$ cat config.mk
export PLATFORM = sky130hd
export DESIGN_NAME = led_pulse_stream_encoder_flat
export DESIGN_NICKNAME = d
export VERILOG_FILES = /design/src/sv/lpse_pkg.sv /design/src/sv/lpse_if.sv /design/src/sv/lpse_cfg_regs.sv /design/src/sv/lpse_pattern.sv /design/src/sv/lpse_serializer.sv /design/src/sv/led_pulse_stream_encoder.sv /design/src/flat_wrapper.sv
export SDC_FILE = /design/constraint.sdc
export NUM_CORES = 1
export LEC_CHECK = 0
export BUFFER_PORTS_ARGS = -buffer_cell sky130_fd_sc_hd__buf_2
export CAP_MARGIN = 20
export CORE_ASPECT_RATIO = 0.9
export CORE_MARGIN = 1
export CORE_UTILIZATION = 62
export DETAILED_ROUTE_END_ITERATION = 8
export GPL_ROUTABILITY_DRIVEN = 1
export PLACE_DENSITY = 0.91
export SETUP_SLACK_MARGIN = 0.15
export SLEW_MARGIN = 30
export SYNTH_ARGS = -nofsm -noshare
export SYNTH_HDL_FRONTEND = slang
export SYNTH_SLANG_ARGS = --single-unit
$ cat constraint.sdc
create_clock -name clk_i -period 11.6 [get_ports clk_i]
set_clock_uncertainty 0.2 [all_clocks]
set_input_delay 0.58 -clock clk_i [delete_from_list [all_inputs] [get_ports clk_i]]
set_output_delay 0.58 -clock clk_i [all_outputs]
set_load 0.02 [all_outputs]
$ cat src/sv/lpse_pkg.sv
// ----------------------------------------------------------------------------
// lpse_pkg
// Types, register map and scaling helper for the led pulse stream encoder.
// ----------------------------------------------------------------------------
package lpse_pkg;

  localparam int unsigned MaxPixels = 1024;

  typedef enum logic [2:0] {
    FUNC_ORDERED_RGB = 3'd0,
    FUNC_RAW_RGB     = 3'd1,
    FUNC_POWER_RGB   = 3'd2,
    FUNC_RAW_RGBW    = 3'd3,
    FUNC_POWER_RGBW  = 3'd4,
    FUNC_SINGLE_BYTE = 3'd5
  } func_e;

  typedef enum logic [2:0] {
    REG_BRIGHTNESS      = 3'd0,
    REG_RED_SLOT        = 3'd1,
    REG_GREEN_SLOT      = 3'd2,
    REG_BLUE_SLOT       = 3'd3,
    REG_ONE_HIGH_TICKS  = 3'd4,
    REG_ONE_LOW_TICKS   = 3'd5,
    REG_ZERO_HIGH_TICKS = 3'd6,
    REG_ZERO_LOW_TICKS  = 3'd7
  } reg_e;

  localparam logic [7:0] BrightnessRst    = 8'd255;
  localparam logic [1:0] RedSlotRst       = 2'd1;
  localparam logic [1:0] GreenSlotRst     = 2'd0;
  localparam logic [1:0] BlueSlotRst      = 2'd2;
  localparam logic [7:0] OneHighTicksRst  = 8'd8;
  localparam logic [7:0] OneLowTicksRst   = 8'd4;
  localparam logic [7:0] ZeroHighTicksRst = 8'd4;
  localparam logic [7:0] ZeroLowTicksRst  = 8'd8;

  typedef struct packed {
    logic [2:0] func;
    logic [9:0] pixel_index;
    logic [7:0] red;
    logic [7:0] green;
    logic [7:0] blue;
    logic [7:0] white;
    logic [7:0] power;
  } pix_t;

  typedef struct packed {
    logic [9:0] out_pixel;
    logic [4:0] bit_position;
    logic [7:0] high_ticks;
    logic [7:0] low_ticks;
    logic       last_bit;
  } pulse_t;

  typedef struct packed {
    logic [7:0] brightness;
    logic [1:0] red_slot;
    logic [1:0] green_slot;
    logic [1:0] blue_slot;
    logic [7:0] one_high_ticks;
    logic [7:0] one_low_ticks;
    logic [7:0] zero_high_ticks;
    logic [7:0] zero_low_ticks;
  } cfg_t;

  typedef struct packed {
    logic [31:0] pattern;
    logic [5:0]  nbits;
    logic [9:0]  pixel;
  } pat_t;

  // floor(v * f / 255) without a divider
  function automatic logic [7:0] scale8(logic [7:0] v, logic [7:0] f);
    logic [15:0] prod;
    logic [16:0] sum;
    prod = v * f;
    sum  = {1'b0, prod} + {9'd0, prod[15:8]} + 17'd1;
    return sum[15:8];
  endfunction

endpackage

$ cat src/sv/lpse_if.sv
// ----------------------------------------------------------------------------
// lpse_pix_if / lpse_pulse_if
// Valid/ready channels for pixel items and pulse descriptors.
// ----------------------------------------------------------------------------
interface lpse_pix_if;
  import lpse_pkg::*;
  logic valid;
  logic ready;
  pix_t payload;
  modport source (output valid, output payload, input ready);
  modport sink (input valid, input payload, output ready);
endinterface

interface lpse_pulse_if;
  import lpse_pkg::*;
  logic   valid;
  logic   ready;
  pulse_t payload;
  modport source (output valid, output payload, input ready);
  modport sink (input valid, input payload, output ready);
endinterface

$ cat src/sv/lpse_cfg_regs.sv
// ----------------------------------------------------------------------------
// lpse_cfg_regs
// Configuration register file with a plain write port.
// ----------------------------------------------------------------------------
module lpse_cfg_regs (
  input  logic          clk_i,
  input  logic          rst_ni,
  input  logic          cfg_we_i,
  input  logic [2:0]    cfg_idx_i,
  input  logic [7:0]    cfg_wdata_i,
  output lpse_pkg::cfg_t cfg_o
);
  import lpse_pkg::*;

  cfg_t cfg_q;

  always_ff @(posedge clk_i or negedge rst_ni) begin
    if (!rst_ni) begin
      cfg_q.brightness      <= BrightnessRst;
      cfg_q.red_slot        <= RedSlotRst;
      cfg_q.green_slot      <= GreenSlotRst;
      cfg_q.blue_slot       <= BlueSlotRst;
      cfg_q.one_high_ticks  <= OneHighTicksRst;
      cfg_q.one_low_ticks   <= OneLowTicksRst;
      cfg_q.zero_high_ticks <= ZeroHighTicksRst;
      cfg_q.zero_low_ticks  <= ZeroLowTicksRst;
    end else if (cfg_we_i) begin
      unique case (reg_e'(cfg_idx_i))
        REG_BRIGHTNESS:      cfg_q.brightness      <= cfg_wdata_i;
        REG_RED_SLOT:        cfg_q.red_slot        <= cfg_wdata_i[1:0];
        REG_GREEN_SLOT:      cfg_q.green_slot      <= cfg_wdata_i[1:0];
        REG_BLUE_SLOT:       cfg_q.blue_slot       <= cfg_wdata_i[1:0];
        REG_ONE_HIGH_TICKS:  cfg_q.one_high_ticks  <= cfg_wdata_i;
        REG_ONE_LOW_TICKS:   cfg_q.one_low_ticks   <= cfg_wdata_i;
        REG_ZERO_HIGH_TICKS: cfg_q.zero_high_ticks <= cfg_wdata_i;
        REG_ZERO_LOW_TICKS:  cfg_q.zero_low_ticks  <= cfg_wdata_i;
        default: ;
      endcase
    end
  end

  assign cfg_o = cfg_q;

endmodule

$ cat src/sv/lpse_pattern.sv
// ----------------------------------------------------------------------------
// lpse_pattern
// Builds the msb-aligned bit pattern and bit count of one pixel.
// ----------------------------------------------------------------------------
module lpse_pattern (
  input  lpse_pkg::pix_t pix_i,
  input  lpse_pkg::cfg_t cfg_i,
  output lpse_pkg::pat_t pat_o
);
  import lpse_pkg::*;

  logic [7:0] factor;
  logic [7:0] sr, sg, sb, sw;
  logic [7:0] slot [3];

  assign factor = (func_e'(pix_i.func) == FUNC_ORDERED_RGB) ? cfg_i.brightness
                                                            : pix_i.power;
  assign sr = scale8(pix_i.red, factor);
  assign sg = scale8(pix_i.green, factor);
  assign sb = scale8(pix_i.blue, factor);
  assign sw = scale8(pix_i.white, factor);

  // later colour wins on a shared slot, slot three is dropped
  always_comb begin
    for (int i = 0; i < 3; i++) begin
      slot[i] = 8'd0;
      if (cfg_i.red_slot == 2'(i)) slot[i] = sr;
      if (cfg_i.green_slot == 2'(i)) slot[i] = sg;
      if (cfg_i.blue_slot == 2'(i)) slot[i] = sb;
    end
  end

  always_comb begin
    pat_o.pixel = pix_i.pixel_index;
    unique case (func_e'(pix_i.func))
      FUNC_ORDERED_RGB: begin
        pat_o.pattern = {slot[0], slot[1], slot[2], 8'd0};
        pat_o.nbits   = 6'd24;
      end
      FUNC_RAW_RGB: begin
        pat_o.pattern = {pix_i.red, pix_i.green, pix_i.blue, 8'd0};
        pat_o.nbits   = 6'd24;
      end
      FUNC_POWER_RGB: begin
        pat_o.pattern = {sr, sg, sb, 8'd0};
        pat_o.nbits   = 6'd24;
      end
      FUNC_RAW_RGBW: begin
        pat_o.pattern = {pix_i.red, pix_i.green, pix_i.blue, pix_i.white};
        pat_o.nbits   = 6'd32;
      end
      FUNC_POWER_RGBW: begin
        pat_o.pattern = {sr, sg, sb, sw};
        pat_o.nbits   = 6'd32;
      end
      FUNC_SINGLE_BYTE: begin
        pat_o.pattern = {pix_i.red, 24'd0};
        pat_o.nbits   = 6'd8;
      end
      default: begin
        pat_o.pattern = 32'd0;
        pat_o.nbits   = 6'd0;
      end
    endcase
  end

endmodule

$ cat src/sv/lpse_serializer.sv
// ----------------------------------------------------------------------------
// lpse_serializer
// Shifts a pattern out msb first into an output register, one pulse beat per
// cycle while that register is free to take it.
// ----------------------------------------------------------------------------
module lpse_serializer (
  input  logic           clk_i,
  input  logic           rst_ni,
  input  lpse_pkg::cfg_t cfg_i,
  input  logic           pat_valid_i,
  input  lpse_pkg::pat_t pat_i,
  output logic           pat_take_o,
  lpse_pulse_if.source   pulse_o
);
  import lpse_pkg::*;

  logic [31:0] shift_q, shift_d;
  logic [5:0]  left_q, left_d;
  logic [4:0]  pos_q, pos_d;
  logic [9:0]  pix_q, pix_d;
  logic        out_vld_q, out_vld_d;
  pulse_t      out_q, out_d;
  logic        out_free, emit, load, one;

  assign out_free   = !out_vld_q || pulse_o.ready;
  assign emit       = (left_q != 6'd0) && out_free;
  assign load       = pat_valid_i && ((left_q == 6'd0) || ((left_q == 6'd1) && emit));
  assign pat_take_o = load;
  assign one        = shift_q[31];

  always_comb begin
    shift_d   = shift_q;
    left_d    = left_q;
    pos_d     = pos_q;
    pix_d     = pix_q;
    out_d     = out_q;
    out_vld_d = out_vld_q && !pulse_o.ready;
    if (emit) begin
      out_vld_d          = 1'b1;
      out_d.out_pixel    = pix_q;
      out_d.bit_position = pos_q;
      out_d.high_ticks   = one ? cfg_i.one_high_ticks : cfg_i.zero_high_ticks;
      out_d.low_ticks    = one ? cfg_i.one_low_ticks : cfg_i.zero_low_ticks;
      out_d.last_bit     = (left_q == 6'd1);
      shift_d            = {shift_q[30:0], 1'b0};
      left_d             = left_q - 6'd1;
      pos_d              = pos_q + 5'd1;
    end
    if (load) begin
      shift_d = pat_i.pattern;
      left_d  = pat_i.nbits;
      pos_d   = 5'd0;
      pix_d   = pat_i.pixel;
    end
  end

  always_ff @(posedge clk_i or negedge rst_ni) begin
    if (!rst_ni) begin
      left_q    <= 6'd0;
      out_vld_q <= 1'b0;
    end else begin
      left_q    <= left_d;
      out_vld_q <= out_vld_d;
    end
  end

  always_ff @(posedge clk_i) begin
    shift_q <= shift_d;
    pos_q   <= pos_d;
    pix_q   <= pix_d;
    out_q   <= out_d;
  end

  assign pulse_o.valid   = out_vld_q;
  assign pulse_o.payload = out_q;

endmodule

$ cat src/sv/led_pulse_stream_encoder.sv
// ----------------------------------------------------------------------------
// led_pulse_stream_encoder
// Turns one pixel per input beat into a run of high/low pulse descriptors.
// ----------------------------------------------------------------------------
// pix_i carries one pixel per beat; pulse_o returns one pulse descriptor per
// beat, msb of the pixel pattern first, with last_bit set on the final pulse.
// Single byte pixels give 8 pulses, rgb modes 24 and rgbw modes 32. Items
// with an unused func code or an index at or above the pixel limit are
// taken and dropped without any pulse.
// A pixel's first pulse passes the input, shift and output registers in order.
// The shift register sends one pulse per cycle while pulse_o takes them; the
// next pixel is loaded as the last pulse leaves and pixels may arrive back
// to back, one held in the input register meanwhile.
// When pulse_o stalls, the output register holds its beat, the shifter
// stops and pix_i drops ready once the input register is full.
// Reset empties all stages and loads the default brightness, slot order
// and pulse timings. Write configuration through cfg_we_i only while idle.
// ----------------------------------------------------------------------------
module led_pulse_stream_encoder (
  input  logic        clk_i,
  input  logic        rst_ni,
  input  logic        cfg_we_i,
  input  logic [2:0]  cfg_idx_i,
  input  logic [7:0]  cfg_wdata_i,
  lpse_pix_if.sink    pix_i,
  lpse_pulse_if.source pulse_o
);
  import lpse_pkg::*;

  cfg_t  cfg;
  pat_t  pat;
  pix_t  pix_q;
  logic  pix_vld_q;
  logic  pat_take;
  logic  item_ok;
  logic  in_fire;

  lpse_cfg_regs u_cfg (
    .clk_i       (clk_i),
    .rst_ni      (rst_ni),
    .cfg_we_i    (cfg_we_i),
    .cfg_idx_i   (cfg_idx_i),
    .cfg_wdata_i (cfg_wdata_i),
    .cfg_o       (cfg)
  );

  assign pix_i.ready = !pix_vld_q || pat_take;
  assign in_fire     = pix_i.valid && pix_i.ready;
  assign item_ok     = (pix_i.payload.func <= FUNC_SINGLE_BYTE) &&
                       ({7'd0, pix_i.payload.pixel_index} < 17'(MaxPixels));

  always_ff @(posedge clk_i or negedge rst_ni) begin
    if (!rst_ni) begin
      pix_vld_q <= 1'b0;
    end else if (pix_i.ready) begin
      pix_vld_q <= in_fire && item_ok;
    end
  end

  always_ff @(posedge clk_i) begin
    if (in_fire) begin
      pix_q <= pix_i.payload;
    end
  end

  lpse_pattern u_pattern (
    .pix_i (pix_q),
    .cfg_i (cfg),
    .pat_o (pat)
  );

  lpse_serializer u_ser (
    .clk_i       (clk_i),
    .rst_ni      (rst_ni),
    .cfg_i       (cfg),
    .pat_valid_i (pix_vld_q),
    .pat_i       (pat),
    .pat_take_o  (pat_take),
    .pulse_o     (pulse_o)
  );

endmodule

$ cat src/flat_wrapper.sv
// flat-port wrapper written by rule: the top's interface ports become plain ports
module led_pulse_stream_encoder_flat import lpse_pkg::*;
  (clk_i, rst_ni, cfg_we_i, cfg_idx_i, cfg_wdata_i, pix_i_valid, pix_i_payload, pix_i_ready, pulse_o_valid, pulse_o_payload, pulse_o_ready);
  lpse_pix_if pix_i_i ();
  lpse_pulse_if pulse_o_i ();
  input  logic clk_i;
  input  logic rst_ni;
  input  logic cfg_we_i;
  input  logic [2:0] cfg_idx_i;
  input  logic [7:0] cfg_wdata_i;
  input wire logic [$bits(pix_i_i.valid)-1:0] pix_i_valid;
  input wire logic [$bits(pix_i_i.payload)-1:0] pix_i_payload;
  output wire logic [$bits(pix_i_i.ready)-1:0] pix_i_ready;
  output wire logic [$bits(pulse_o_i.valid)-1:0] pulse_o_valid;
  output wire logic [$bits(pulse_o_i.payload)-1:0] pulse_o_payload;
  input wire logic [$bits(pulse_o_i.ready)-1:0] pulse_o_ready;
  assign pix_i_i.valid = pix_i_valid;
  assign pix_i_i.payload = pix_i_payload;
  assign pix_i_ready = pix_i_i.ready;
  assign pulse_o_valid = pulse_o_i.valid;
  assign pulse_o_payload = pulse_o_i.payload;
  assign pulse_o_i.ready = pulse_o_ready;
  led_pulse_stream_encoder u_core (.clk_i(clk_i), .rst_ni(rst_ni), .cfg_we_i(cfg_we_i), .cfg_idx_i(cfg_idx_i), .cfg_wdata_i(cfg_wdata_i), .pix_i(pix_i_i), .pulse_o(pulse_o_i));
endmodule
==> metrics <==
Tmin final=9.655 ns; #FFs+latches synth=186; Critical Path RT=11.60 ns; routed length per instance=20.14 um; post-synthesis adder-cell area fraction=0.2747; Worst EP arrival=9.65 ns; vias per std cell=6.222; Critical Path Sink Type=register; synth top area cells=edfxtp_1 (21%), fa_1 (16%), ha_1 (12%), and2_1 (6.5%), dfrtp_1 (5.4%); Skew-Pair Late Insertion Delay=0.46 ns; RSZ-0062 raised after global routing=false; largest family of logic cells by synthesized area=adder cells; Final Cycle Share=0.8324; initial core utilization=0.6333; Slew Viols, Final=0; CTS buffer count=17; status=complete, no violations; Worst path most repeated cell=inv_1; IO Count=103; vias=14650; post-synthesis compound-gate area fraction=0.1273; GRT Util Overall=0.3258; slowest CP cell=or3_1; unique cell type count in the Yosys netlist=93; mux contribution to synthesized area=0.04215; r2r endpoint=u_core.u_ser.shift_q[15]$_DFFE_PP_; Reg clk slew, reported paths=0.08 ns; Core Box Area=29010 um^2; Clock Sinks=186; Setup crit end=u_core.u_ser.shift_q[15]$_DFFE_PP_; Die H=165.3 um; Mean Syn Cell Area=9.784 um^2; pre-CTS setup slack=2.103 ns; slew margin rel.=0.3870; Post-synth ARST share=0.2903; CP Launch Type=register; largest net degree at the start of global routing=55; Post-synth EDFFs=127; Setup-failing EPs final=0; CTS tree=done; GPL Wtd Cong=0.9867; PostCTS Resize Cnt=0; mapped cell area=18370 um^2; Seq/Total Area, Yosys=0.2875; routed wire length=47440 um; Post-DP HPWL=35640 um; Synth Net Count=2264; Post-route DRC=0; Setup TNS Final=0 ns; First-pass DRT Iterations=6; CTS hold repair buffers=0; worst min path class=input pin to asynchronous set/reset pin; XOR/XNOR Fraction of Synth Area=0.03759; Setup WS post-layout=1.945 ns; Final Hold Vio Count=0; CP max FO=18; Most used DFF post-synth=edfxtp_1; number of DRC markers in iteration 0=1570; DIE WIDTH=183.5 um; Synth top area share=0.2076; initial antenna violation count=0; Area Overhead vs Synth=8.410%; antenna viol nets, final=0; post-synth top area cell=edfxtp_1; CTS max path bufs=2; Slew @ Worst Pin=0.9080 ns; number of port buffers=102; simple-gate share of the synthesized area=0.1685; CTS root buffer=clkbuf_16; FF-to-FF setup slack=1.94 ns; H-tree levels=4; CP Class=register to register; CP max stage delay=0.72 ns; nets=2330; layout cells sized above 1=0.1313; setup bufs post-CTS=0; Die ar.=30330 um^2; Max-cap violations=0; R2R Path Start=u_core.pix_q[51]$_DFFE_PP_; row count=59; crit path from=u_core.pix_q[51]$_DFFE_PP_; first-pass GRT wire length=76800 um; Cells after Synth=1878; R2R cell count=31; fmax=0.1036 GHz; total congestion overflow=0; Yosys Warn Count=0; vias in the first global route=15140
==> flip-flops by register name, summed over array words and instances (netlist names) <==
signal,cells
u_core.pix_q,53
u_core.u_cfg.cfg_o,46
u_core.u_ser.pulse_o.payload,32
u_core.u_ser.shift_q,32
u_core.u_ser.pix_q,10
u_core.u_ser.left_q,6
u_core.u_ser.pos_q,5
u_core.pix_vld_q,1
u_core.u_ser.pulse_o.valid,1
==> synth_stat cells (9+ instances only) <==
master    count
and2_1      192
a31oi_1       9
edfxtp_1    127
nor2_1       70
dfstp_2      14
nand2_1     185
mux2_2       63
nand2b_1     11
a21oi_1      89
o21a_1       18
nand3_1      31
a22oi_1      10
nor3_1       25
fa_1        144
and3_1       13
xnor2_1      49
nand4_1      10
o211ai_1     17
a221oi_1     11
ha_1        173
buf_1        10
a21o_1       24
xor2_1       22
inv_1       230
a211oi_1     16
clkbuf_1     56
dfrtp_1      40
nor2b_1      10
o21ai_0      48
==> routing by layer <==
layer	vias up	global-route usage	routed length, um
met5	-	0	0
met4	0	0.1193	1436
met3	136	0.06469	4114
met2	717	0.5582	23160
met1	7197	0.4106	18730
li1	6602	-	-
==> stage by stage <==
stage | cell area, um^2 | hold slack [ns] | cells | util
after global placement | 19230 | 0.2006 | 2321 | 0.6629
after global routing | 19910 | 0.07943 | 2353 | 0.6864
after CTS | 19900 | 0.06990 | 2353 | 0.6861
after floorplan | 18370 | 0.08441 | 1878 | -
after detailed placement | 19250 | 0.2061 | 2321 | 0.6634
final | 19920 | 0.04652 | 2355 | 0.6866
==> cell families after synthesis <==
group	count (synthesis)
and+or+nand+nor	596
DFF	186
adders and majority gates	317
buffers and inverters	303
muxes	69
xor gates and xnor gates	74
AOI/OAI and AO/OA	333
==> cell type report <==
type	instances	area, um^2
inverter	231	867.1
sequential	186	5283
antenna	2	5.005
multi-input combinational	1389	11970
tap	396	495.5
fill	2127	9092
timing repair buffer	119	638.1
clock inverter	15	232.7
clock buffer	17	425.4
==> critical path, delay by kind of cell, from the launching register on <==
| family | cells | cell delay (ns) |
|---|---|---|
| adders and majority gates | 6 | 2.57 |
| xor gates and xnor gates | 1 | 0.43 |
| and+or+nand+nor | 9 | 2.96 |
| DFF | 1 | 0.57 |
| AOI/OAI and AO/OA | 9 | 2.00 |
| buffers and inverters | 6 | 0.65 |
==> cell usage in the layout (no fill, tap or decap), types with 18 or more instances in the layout <==
cell type    n
inv_1      230
and2_1     191
nand2_1    185
ha_1       173
fa_1       144
edfxtp_1   127
buf_2      102
a21oi_1     89
nor2_1      70
mux2_2      63
xnor2_1     49
o21ai_0     48
dfrtp_1     40
nand3_1     31
a21o_1      24
nor3_1      23
xor2_1      22
o21a_1      18
==> how the worst min path moves through the flow <==
stage                                         start                                    endpoint  slack [ns]  cells past startpoint
floorplan                                    rst_ni                u_core.pix_vld_q$_DFFE_PN0N_        0.08                      0
global placement         u_core.pix_q[43]$_DFFE_PP_             u_core.u_ser.pix_q[3]$_DFFE_PP_        0.20                      0
detailed placement  u_core.u_ser.pix_q[5]$_DFFE_PP_  u_core.u_ser.pulse_o.payload[27]$_DFFE_PP_        0.21                      0
CTS                                          rst_ni          u_core.u_cfg.cfg_o[30]$_DFFE_PN0P_        0.07                      2
global route                      pix_i_payload[14]                  u_core.pix_q[14]$_DFFE_PP_        0.08                      1
finish                                       rst_ni          u_core.u_cfg.cfg_o[11]$_DFFE_PN0P_        0.05                      2
Power is not shown: default switching activity piles up to over one toggle a cycle in this logic, so the estimate is an artifact.
